==> src/hdl/sbwa_pkg.sv <==
package sbwa_pkg;

  localparam int DEPTH = 32;
  localparam int IDX_W = (DEPTH > 1) ? $clog2(DEPTH) : 1;
  localparam int CNT_W = $clog2(DEPTH + 1);
  localparam logic [CNT_W-1:0] DEPTH_CNT = CNT_W'(DEPTH);

  localparam int ADDR_W = 48;
  localparam int STAMP_W = 32;
  localparam int ATT_W = 16;
  localparam int REG_W = 16;
  localparam int COUNT_W = 6;
  localparam int CFG_INDEX_W = 2;

  localparam logic [1:0] OP_TICK = 2'd0;
  localparam logic [1:0] OP_ADD = 2'd1;
  localparam logic [1:0] OP_CHECK = 2'd2;

  localparam logic [CFG_INDEX_W-1:0] REG_TIMEOUT = CFG_INDEX_W'(0);
  localparam logic [CFG_INDEX_W-1:0] REG_MAX_ATTEMPTS = CFG_INDEX_W'(1);

  localparam logic [REG_W-1:0] TIMEOUT_RESET = REG_W'(60);
  localparam logic [REG_W-1:0] MAX_ATTEMPTS_RESET = REG_W'(3);

  localparam logic [ATT_W-1:0] ATT_MAX = {ATT_W{1'b1}};

  typedef struct packed {
    logic [ADDR_W-1:0]  addr;
    logic [STAMP_W-1:0] stamp;
    logic [ATT_W-1:0]   attempts;
  } entry_t;

endpackage

==> src/hdl/station_blocklist_with_aging.sv <==
// Channel  Beat signals             Payload
// in       in_valid / in_ready      operation, station_addr, connect_request
// out      out_valid / out_ready    verdict, entry_count, removed_count
// cfg      cfg_valid / cfg_ready    cfg_index, cfg_data
//
// Add, check and a tick that fires the prune timer sweep the entry memory, one
// read per cycle, and give their result once the sweep ends and the output
// register is free. Any other item goes straight from idle to the done state.
// One item at a time; in_ready is high only while no item is in progress.
// A result waiting in the output register holds back only the write-back of
// the next item. Reset clears all valid bits at once; no clearing pass.
module station_blocklist_with_aging (
  input  logic                             clk,
  input  logic                             rst,
  input  logic                             in_valid,
  output logic                             in_ready,
  input  logic [1:0]                       operation,
  input  logic [sbwa_pkg::ADDR_W-1:0]      station_addr,
  input  logic                             connect_request,
  output logic                             out_valid,
  input  logic                             out_ready,
  output logic                             verdict,
  output logic [sbwa_pkg::COUNT_W-1:0]     entry_count,
  output logic [sbwa_pkg::COUNT_W-1:0]     removed_count,
  input  logic                             cfg_valid,
  output logic                             cfg_ready,
  input  logic [sbwa_pkg::CFG_INDEX_W-1:0] cfg_index,
  input  logic [sbwa_pkg::REG_W-1:0]       cfg_data
);

  localparam logic [1:0] S_IDLE = 2'd0;
  localparam logic [1:0] S_SCAN = 2'd1;
  localparam logic [1:0] S_DONE = 2'd2;

  logic [1:0] state;

  logic [sbwa_pkg::REG_W-1:0] timeout_seconds;
  logic [sbwa_pkg::REG_W-1:0] max_attempts;

  logic [sbwa_pkg::DEPTH-1:0]   entry_valid;
  logic [sbwa_pkg::CNT_W-1:0]   valid_total;
  logic [sbwa_pkg::STAMP_W-1:0] now_seconds;
  logic [sbwa_pkg::REG_W-1:0]   prune_countdown;
  logic                         prune_armed;

  // item held for the sweep
  logic [1:0]                  item_op;
  logic [sbwa_pkg::ADDR_W-1:0] item_addr;
  logic                        item_connect;
  logic                        pruning;

  // sweep
  logic [sbwa_pkg::CNT_W-1:0] scan_idx;
  logic                       pend;
  logic [sbwa_pkg::IDX_W-1:0] pend_idx;
  logic                       found;
  logic [sbwa_pkg::IDX_W-1:0] found_idx;
  sbwa_pkg::entry_t           found_entry;
  logic                       free_found;
  logic [sbwa_pkg::IDX_W-1:0] free_idx;
  logic [sbwa_pkg::CNT_W-1:0] removed;

  // entry memory
  sbwa_pkg::entry_t mem [sbwa_pkg::DEPTH];
  sbwa_pkg::entry_t rd_entry;
  logic                       rd_en;
  logic [sbwa_pkg::IDX_W-1:0] rd_idx;
  logic                       wr_en;
  logic [sbwa_pkg::IDX_W-1:0] wr_idx;
  sbwa_pkg::entry_t           wr_entry;

  // write-back decision
  logic                         fire;
  logic                         verdict_next;
  logic [sbwa_pkg::CNT_W-1:0]   valid_total_next;
  logic                         prune_armed_next;
  logic [sbwa_pkg::REG_W-1:0]   prune_countdown_next;
  logic                         set_valid;
  logic [sbwa_pkg::ATT_W-1:0]   att_inc;
  logic [sbwa_pkg::STAMP_W-1:0] age;
  logic                         addr_hit;

  assign in_ready  = (state == S_IDLE);
  assign cfg_ready = 1'b1;

  assign rd_en  = (state == S_SCAN) && (scan_idx < sbwa_pkg::DEPTH_CNT);
  assign rd_idx = scan_idx[sbwa_pkg::IDX_W-1:0];

  assign age      = now_seconds - rd_entry.stamp;
  assign addr_hit = entry_valid[pend_idx] && (rd_entry.addr == item_addr);

  assign fire = (state == S_DONE) && (!out_valid || out_ready);

  always_ff @(posedge clk) begin
    if (rd_en) begin
      rd_entry <= mem[rd_idx];
    end
    if (wr_en) begin
      mem[wr_idx] <= wr_entry;
    end
  end

  always_comb begin
    wr_en                = 1'b0;
    wr_idx               = found_idx;
    wr_entry             = found_entry;
    verdict_next         = 1'b0;
    valid_total_next     = valid_total;
    prune_armed_next     = prune_armed;
    prune_countdown_next = prune_countdown;
    set_valid            = 1'b0;
    att_inc              = (found_entry.attempts == sbwa_pkg::ATT_MAX) ?
                           found_entry.attempts : found_entry.attempts + 1'b1;
    case (item_op)
      sbwa_pkg::OP_TICK: begin
        if (pruning) begin
          valid_total_next = valid_total - removed;
          if (valid_total_next == '0) begin
            prune_armed_next     = 1'b0;
            prune_countdown_next = '0;
          end else begin
            prune_countdown_next = timeout_seconds;
          end
        end
      end
      sbwa_pkg::OP_ADD: begin
        if (found) begin
          wr_en          = fire;
          wr_entry.addr  = item_addr;
          wr_entry.stamp = now_seconds;
          wr_entry.attempts = '0;
          verdict_next   = 1'b1;
        end else if (free_found) begin
          wr_en             = fire;
          wr_idx            = free_idx;
          wr_entry.addr     = item_addr;
          wr_entry.stamp    = now_seconds;
          wr_entry.attempts = '0;
          set_valid         = 1'b1;
          valid_total_next  = valid_total + 1'b1;
          verdict_next      = 1'b1;
          if (valid_total == '0) begin
            prune_armed_next     = 1'b1;
            prune_countdown_next = timeout_seconds;
          end
        end
      end
      sbwa_pkg::OP_CHECK: begin
        if (found) begin
          if (item_connect) begin
            wr_en             = fire;
            wr_entry.attempts = att_inc;
            verdict_next      = (att_inc <= max_attempts);
          end else begin
            verdict_next = 1'b1;
          end
        end
      end
      default: begin
      end
    endcase
  end

  always_ff @(posedge clk) begin
    if (rst) begin
      state           <= S_IDLE;
      timeout_seconds <= sbwa_pkg::TIMEOUT_RESET;
      max_attempts    <= sbwa_pkg::MAX_ATTEMPTS_RESET;
      entry_valid     <= '0;
      valid_total     <= '0;
      now_seconds     <= '0;
      prune_countdown <= '0;
      prune_armed     <= 1'b0;
      pend            <= 1'b0;
      out_valid       <= 1'b0;
    end else begin
      if (cfg_valid) begin
        case (cfg_index)
          sbwa_pkg::REG_TIMEOUT:      timeout_seconds <= cfg_data;
          sbwa_pkg::REG_MAX_ATTEMPTS: max_attempts    <= cfg_data;
          default: begin
          end
        endcase
      end

      if (out_valid && out_ready) begin
        out_valid <= 1'b0;
      end

      case (state)
        S_IDLE: begin
          if (in_valid) begin
            item_op      <= operation;
            item_addr    <= station_addr;
            item_connect <= connect_request;
            pruning      <= 1'b0;
            scan_idx     <= '0;
            pend         <= 1'b0;
            found        <= 1'b0;
            free_found   <= 1'b0;
            removed      <= '0;
            state        <= S_DONE;
            if (operation == sbwa_pkg::OP_TICK) begin
              now_seconds <= now_seconds + 1'b1;
              if (prune_armed) begin
                if (prune_countdown <= sbwa_pkg::REG_W'(1)) begin
                  prune_countdown <= '0;
                  pruning         <= 1'b1;
                  state           <= S_SCAN;
                end else begin
                  prune_countdown <= prune_countdown - 1'b1;
                end
              end
            end else if (operation == sbwa_pkg::OP_ADD ||
                         operation == sbwa_pkg::OP_CHECK) begin
              state <= S_SCAN;
            end
          end
        end

        S_SCAN: begin
          // issue one read per cycle; examine the previous read's data
          if (rd_en) begin
            scan_idx <= scan_idx + 1'b1;
            pend_idx <= rd_idx;
          end
          pend <= rd_en;
          if (pend) begin
            if (pruning) begin
              if (entry_valid[pend_idx] &&
                  age >= sbwa_pkg::STAMP_W'(timeout_seconds)) begin
                entry_valid[pend_idx] <= 1'b0;
                removed               <= removed + 1'b1;
              end
            end else begin
              if (addr_hit && !found) begin
                found       <= 1'b1;
                found_idx   <= pend_idx;
                found_entry <= rd_entry;
              end
              if (!entry_valid[pend_idx] && !free_found) begin
                free_found <= 1'b1;
                free_idx   <= pend_idx;
              end
            end
          end else if (!rd_en) begin
            state <= S_DONE;
          end
        end

        S_DONE: begin
          if (fire) begin
            if (set_valid) begin
              entry_valid[free_idx] <= 1'b1;
            end
            valid_total     <= valid_total_next;
            prune_armed     <= prune_armed_next;
            prune_countdown <= prune_countdown_next;
            out_valid       <= 1'b1;
            verdict         <= verdict_next;
            entry_count     <= sbwa_pkg::COUNT_W'(valid_total_next);
            removed_count   <= pruning ? sbwa_pkg::COUNT_W'(removed) : '0;
            state           <= S_IDLE;
          end
        end

        default: begin
          state <= S_IDLE;
        end
      endcase
    end
  end

endmodule

==> config.mk <==
export PLATFORM = sky130hd
export DESIGN_NAME = station_blocklist_with_aging
export DESIGN_NICKNAME = d
export VERILOG_FILES = /design/src/hdl/sbwa_pkg.sv /design/src/hdl/station_blocklist_with_aging.sv
export SDC_FILE = /design/constraint.sdc
export NUM_CORES = 2
export LEC_CHECK = 0
export ABC_AREA = 1
export BUFFER_PORTS_ARGS = -buffer_cell sky130_fd_sc_hd__clkbuf_2
export CELL_PAD_IN_SITES_DETAIL_PLACEMENT = 1
export CELL_PAD_IN_SITES_GLOBAL_PLACEMENT = 2
export CORE_MARGIN = 3
export CORE_UTILIZATION = 45
export DETAILED_ROUTE_END_ITERATION = 8
export HOLD_SLACK_MARGIN = 0.12
export PLACE_DENSITY = 0.87
export REMOVE_ABC_BUFFERS = 1
export SYNTH_ARGS = -nofsm -noshare
export SYNTH_HDL_FRONTEND = slang
export SYNTH_SLANG_ARGS = --single-unit
==> constraint.sdc <==
create_clock -name clk -period 7.6 [get_ports clk]
set_input_delay 1.14 -clock clk [delete_from_list [all_inputs] [get_ports clk]]
set_output_delay 1.14 -clock clk [all_outputs]
set_load 0.005 [all_outputs]
### Word-level counts from Yosys, hierarchy flattened

Memories as Yosys holds them, arrays and structs flattened. A register that Yosys moved wholly into a read port is not among the register bits.
Cells that the tools add are included.
Widths: inputs -> output; s select.

* bits in latches: 0
* input port bits: 74
* logic and storage cells: 214
* register bits: 313
* ROM bits: 0
* memories kept: 1
* output and inout port bits: 16
* memory bits (writable): 3072

Memory list
* mem: words 32, width 96, read ports 1, clocked after memory_dff 1, write ports 1, line station_blocklist_with_aging.sv:64 `sbwa_pkg::entry_t mem [sbwa_pkg::DEPTH];`

* equal/unequal tests: 33
* multipliers: 0
* reduce and logical (&&, ||, !) cells: 44
* shift operators: 0
* multiplexer cells: 88
* bitwise gates (word level): 5
* div/mod/pow operators: 0
* order comparisons: 8
* add/subtract/negate cells: 8

Operators with widths (count)
* $mux 16: 13
* $mux 96: 2
* $mux 32: 5
* $pmux 16 s2: 3
* $mux 80: 1
* $pmux 32 s2: 1
* $eq 48x48->1: 1
* $mux 6: 8
* $pmux 6 s2: 3
* $add 32x1->32 const B: 1
* $and 32x32->32: 1
* $ge 32x16->1: 1
* $not 32->32: 1
* $or 32x32->32: 1
* $sub 32x32->32: 1
* $mux 1: 31
* $ne 2x2->1 const B: 14
* $reduce_and 6->1: 4
* $add 6x1->6 const B: 3
* $add 16x1->16 const B: 1
* $eq 16x16->1 const B: 1
* $le 16x1->1 const B: 1
* $le 16x16->1: 1
* $mux 2: 8
* 28 further kinds: 79

### Depth between registers and ports, before layout

* word-level depth: 10
* depth in mapped cells: 29
* gate-level depth less buffers: 28

### Worst setup path before layout

OpenSTA, ideal clock, no wires.

* kind: input-to-reg
* start: input port out_ready
* end: memory mem[25][0] (netlist name) (enable)
* path buffers: 0
* library setup time: 0.552 ns
* required time: 7.048 ns
* stages: 6
* setup slack: 1.029 ns
* data arrival time: 6.019 ns
* path through: nor2_1 > nor2_1 > inv_1 > nor3_1 > nand3_1 > nor2_1

* word-level cells in the longest chain between the ends: 7
* elaborated cells on any way between the ends: 9
* classes of those cells: mux (7); reduce/logical (2)

Ends and longest elaborated chain
* from (decl): line station_blocklist_with_aging.sv:21 `input logic out_ready,`
* $logic_or 1x1->1 (*): line station_blocklist_with_aging.sv:92 `assign fire = (state == S_DONE) && (!out_valid || out_ready);`
* $logic_and 1x1->1 (*): line station_blocklist_with_aging.sv:92
* $mux 1, on equally long branches: line station_blocklist_with_aging.sv:150, station_blocklist_with_aging.sv:133
* $mux 1, on equally long branches: line station_blocklist_with_aging.sv:149, station_blocklist_with_aging.sv:127
* $pmux 1 s2 (*): line station_blocklist_with_aging.sv:114 `case (item_op)`
* $mux 1 (*): line station_blocklist_with_aging.sv:98 `if (wr_en) begin`
* $mux 1 (not written as such) (*): line station_blocklist_with_aging.sv:99 `mem[wr_idx] <= wr_entry;`
* to (decl): line station_blocklist_with_aging.sv:64

Every way passes the cells marked *; elsewhere a longest branch is shown, timed or not.

### Final worst setup path

* start: register item_op[1]
* end: memory mem[4][58] (netlist name) (enable)

* word-level cells in the longest chain between the ends: 4
* elaborated cells on any way between the ends: 6
* classes of those cells: eq/ne (2); mux (4)

Ends and longest elaborated chain
* from (decl): line station_blocklist_with_aging.sv:47 `logic [1:0] item_op;`
* from (signal assigned): line station_blocklist_with_aging.sv:193 `item_op <= operation;`
* $eq 2x2->1 / $eq 2x1->1 (equally long branches): line station_blocklist_with_aging.sv:114
* $pmux 1 s2: line station_blocklist_with_aging.sv:114
* $mux 1: line station_blocklist_with_aging.sv:98
* $mux 1 (not written as such): line station_blocklist_with_aging.sv:99

Parallel ways exist; a longest one is shown, timed or not.

==> flow_summary.json <==
{
  "slowest_delay_ps": 1230,
  "fmax_ghz": 0.173,
  "start_util_pct": 45.4,
  "io_buffers": 88,
  "antenna_found_initial": 19,
  "crit_fanout": 30,
  "core-area_um2": 307000,
  "synth_edf_count": 3358,
  "netlist_area_um2": 139000,
  "synthToLayoutAreaGrowth_pct": 12.8,
  "clockBufferDepth": 4,
  "grt_util_met3_pct": 5.35,
  "ys_seq_elements": 3481,
  "insertion_delay_ps": 960,
  "seqCellArea_um2": 103000,
  "rows": 203,
  "n_fill_cell": 30500,
  "track_usage_pct": 29.2,
  "postLayoutCoreUtil_pct": 51.2,
  "gp_congestion": 0.838,
  "grt_pass1_wl_mm": 687,
  "first_iter_violations": 12400,
  "die_area_um2": 317000,
  "path_cells": "inv_1 -> ha_1 -> inv_1 -> nor2_4 -> buf_4 -> a21oi_1 -> nor3_1 -> nand3_1 -> nor2_4 -> buf_4",
  "hold_viol_final": 0,
  "ys_async_sr_fraction_pct": 0,
  "placed_area_um2": 145000,
  "synth_ff_type": "edfxtp_1",
  "drive_gt1_share_pct": 8.57,
  "die_w_um": 563,
  "ios": 90,
  "wirelength_mm": 473,
  "cts_resized": 0,
  "die_h_um": 563,
  "cp.required_ps": 8170,
  "tns_ps": 0,
  "syn_inst": 10900,
  "pre_cts_ws_ps": 2130,
  "synth_cell_types": 59,
  "wl_per_cell_um": 30.9,
  "hpwl_mm": 267,
  "post-cts-setup-buffers": 0,
  "cp-end-kind": "flip-flop",
  "ys_warn_count": 0,
  "nets": 11100,
  "power_density_nw_per_um2": 295,
  "dr.pass1.iters": 8,
  "worst_pin_slew_ps": 1490,
  "grt_pass1_vias": 100000,
  "hold_path.class": "primary input to flip-flop",
  "h-tree-depth": 5,
  "final_max_slew_viol_count": 0,
  "finalCriticalPeriod_ps": 5790,
  "ctsHoldBuffers": 0,
  "path_delay_family": "simple AND/OR/NAND/NOR gates",
  "via_count": 96700,
  "setup_viol": 0,
  "cts_root_buffer": "clkbuf_16",
  "vias_per_cell": 6.32,
  "synth-seq-area-share_pct": 74.1,
  "busiest_layer": "met2",
  "slew_headroom_pct": 0.741,
  "critPathBufInv": 4,
  "rsz0062_at_grt": "false",
  "syn_avg_cell_area_um2": 12.8,
  "drv_cap": 0,
  "use_met1_pct": 37.7,
  "numCtsBuffers": 363,
  "cp.arrival_ps": 6360,
  "grt_max_degree": 176,
  "ant_nets": 0,
  "leakage_nw": 51.6,
  "overflow": 0,
  "whs_ps": 371,
  "multiInputGateArea_um2": 32300,
  "start_kind": "flip-flop",
  "setup_ws_ps": 1810,
  "use_met2_pct": 48.1,
  "remaining_drc_errors": 0,
  "postLayoutCellArea_um2": 157000,
  "skew_ps": 65.8,
  "clk_pin_slew_ps": 60,
  "fin_crit_sh_pct": 76.2,
  "cts.sink_count": 3481,
  "ir_drop_v": 0.000226,
  "crit_path_top_delay_cell": "nor2_4",
  "status": "completed",
  "cts_tree": "built",
  "crit_type": "flip-flop to flip-flop"
}
power breakdown:
part	total, W	switching, W	internal (W)
clock network	0.0180	0.00772	0.0103
registers	0.0217	0.000165	0.0215
logic	0.00671	0.00512	0.00160
flip-flops by register name (all words and copies together) (netlist names), 6 cells and up:
name and flops:
scan_idx 6, prune_countdown 16, item_addr 48, removed_count 6, entry_valid 32, removed 6, timeout_seconds 16, found_entry 96
mem 3072, max_attempts 16, rd_entry 96, valid_total 6, now_seconds 32, entry_count 6
kinds of logic after synthesis:
family / after synthesis / synth area share [%]
DFF: 3481 / 74.1
AOI/OAI and AO/OA: 3131 / 13.1
and+or+nand+nor: 3028 / 8.55
buffers and inverters: 1133 / 3.18
adders and majority gates: 82 / 0.746
xor gates and xnor gates: 52 / 0.327
muxes: 9 / 0.0646
other: 1 / 0.00269
per-layer routing:
metal,share of wire (%),vias up,wire (µm)
met5,0.018,-,83
met4,4.6,14,21900
met3,9.0,1082,42600
met2,48,5301,229000
met1,38,49700,180000
li1,-,40600,-
synthesized netlist by cell type, types with 8 or more instances:
cell type | n | area share [%]
nand4_1 | 19 | 0.085
a22oi_1 | 13 | 0.070
nand2_1 | 759 | 2.0
a221oi_1 | 113 | 0.71
nor3_1 | 72 | 0.26
o21ai_0 | 1830 | 6.6
a21oi_1 | 234 | 0.84
ha_1 | 80 | 0.72
o221ai_1 | 256 | 1.6
buf_6 | 8 | 0.065
buf_2 | 82 | 0.29
inv_1 | 422 | 1.1
xnor2_1 | 9 | 0.057
edfxtp_1 | 3358 | 72
buf_1 | 42 | 0.11
o211ai_1 | 10 | 0.054
a32oi_1 | 86 | 0.54
a31oi_1 | 70 | 0.31
nor2_1 | 1931 | 5.2
nand3_1 | 199 | 0.71
xor2_1 | 43 | 0.27
o22ai_1 | 496 | 2.2
mux2i_1 | 9 | 0.065
nor4_1 | 11 | 0.049
nand2_2 | 8 | 0.036
dfxtp_1 | 123 | 1.8
clkbuf_1 | 569 | 1.5
per-stage QoR:
stage                     instances  total power [W]
after floorplan               10200           0.0264
after global placement        14600           0.0283
after detailed placement      14600           0.0286
after CTS                     15300           0.0464
after global routing          15300           0.0478
final                         15300           0.0464
worst register-to-register path, stage by stage, from the launching register on:
cell      delay (ps)
edfxtp_1         400
inv_1            100
ha_1             300
inv_1            200
nor2_4           130
buf_4            570
a21oi_1          100
nor3_1           910
nand3_1          900
nor2_4          1230
buf_4            550
area by class of cell:
type                    instances  share of cell area, %
flip-flops and latches       3481                   65.7
multi-input cells            6303                   20.5
clock buffers                 431                   6.03
well taps                    4100                   3.26
repair buffers                318                   1.90
clock inverters               233                   1.55
inverters                     427                   1.05
diodes                          8                 0.0127
path summary, 6_finish.rpt:
check / start / cells after the start / to / slack (ps)
worst max register to register: item_op[1] / 10 / mem[4][58] / 1810
worst min-delay path: station_addr[46] / 1 / item_addr[46] / 370
worst min register to register: rd_entry[6] / 0 / found_entry[6] / 410
worst max-delay path: item_op[1] / 10 / mem[4][58] / 1810
cells in the final DEF (no fill, tap or decap), types with 88 or more instances in the layout:
| cell type | count |
|---|---|
| inv_1 | 416 |
| o21ai_0 | 1778 |
| nand2_1 | 756 |
| buf_4 | 164 |
| o22ai_1 | 496 |
| edfxtp_1 | 3358 |
| nand3_1 | 199 |
| clkbuf_16 | 369 |
| a221oi_1 | 113 |
| dfxtp_1 | 123 |
| a21oi_1 | 231 |
| clkbuf_2 | 88 |
| o221ai_1 | 256 |
| nor2_1 | 1893 |
Note: power is estimated with default switching activity, not from simulation.
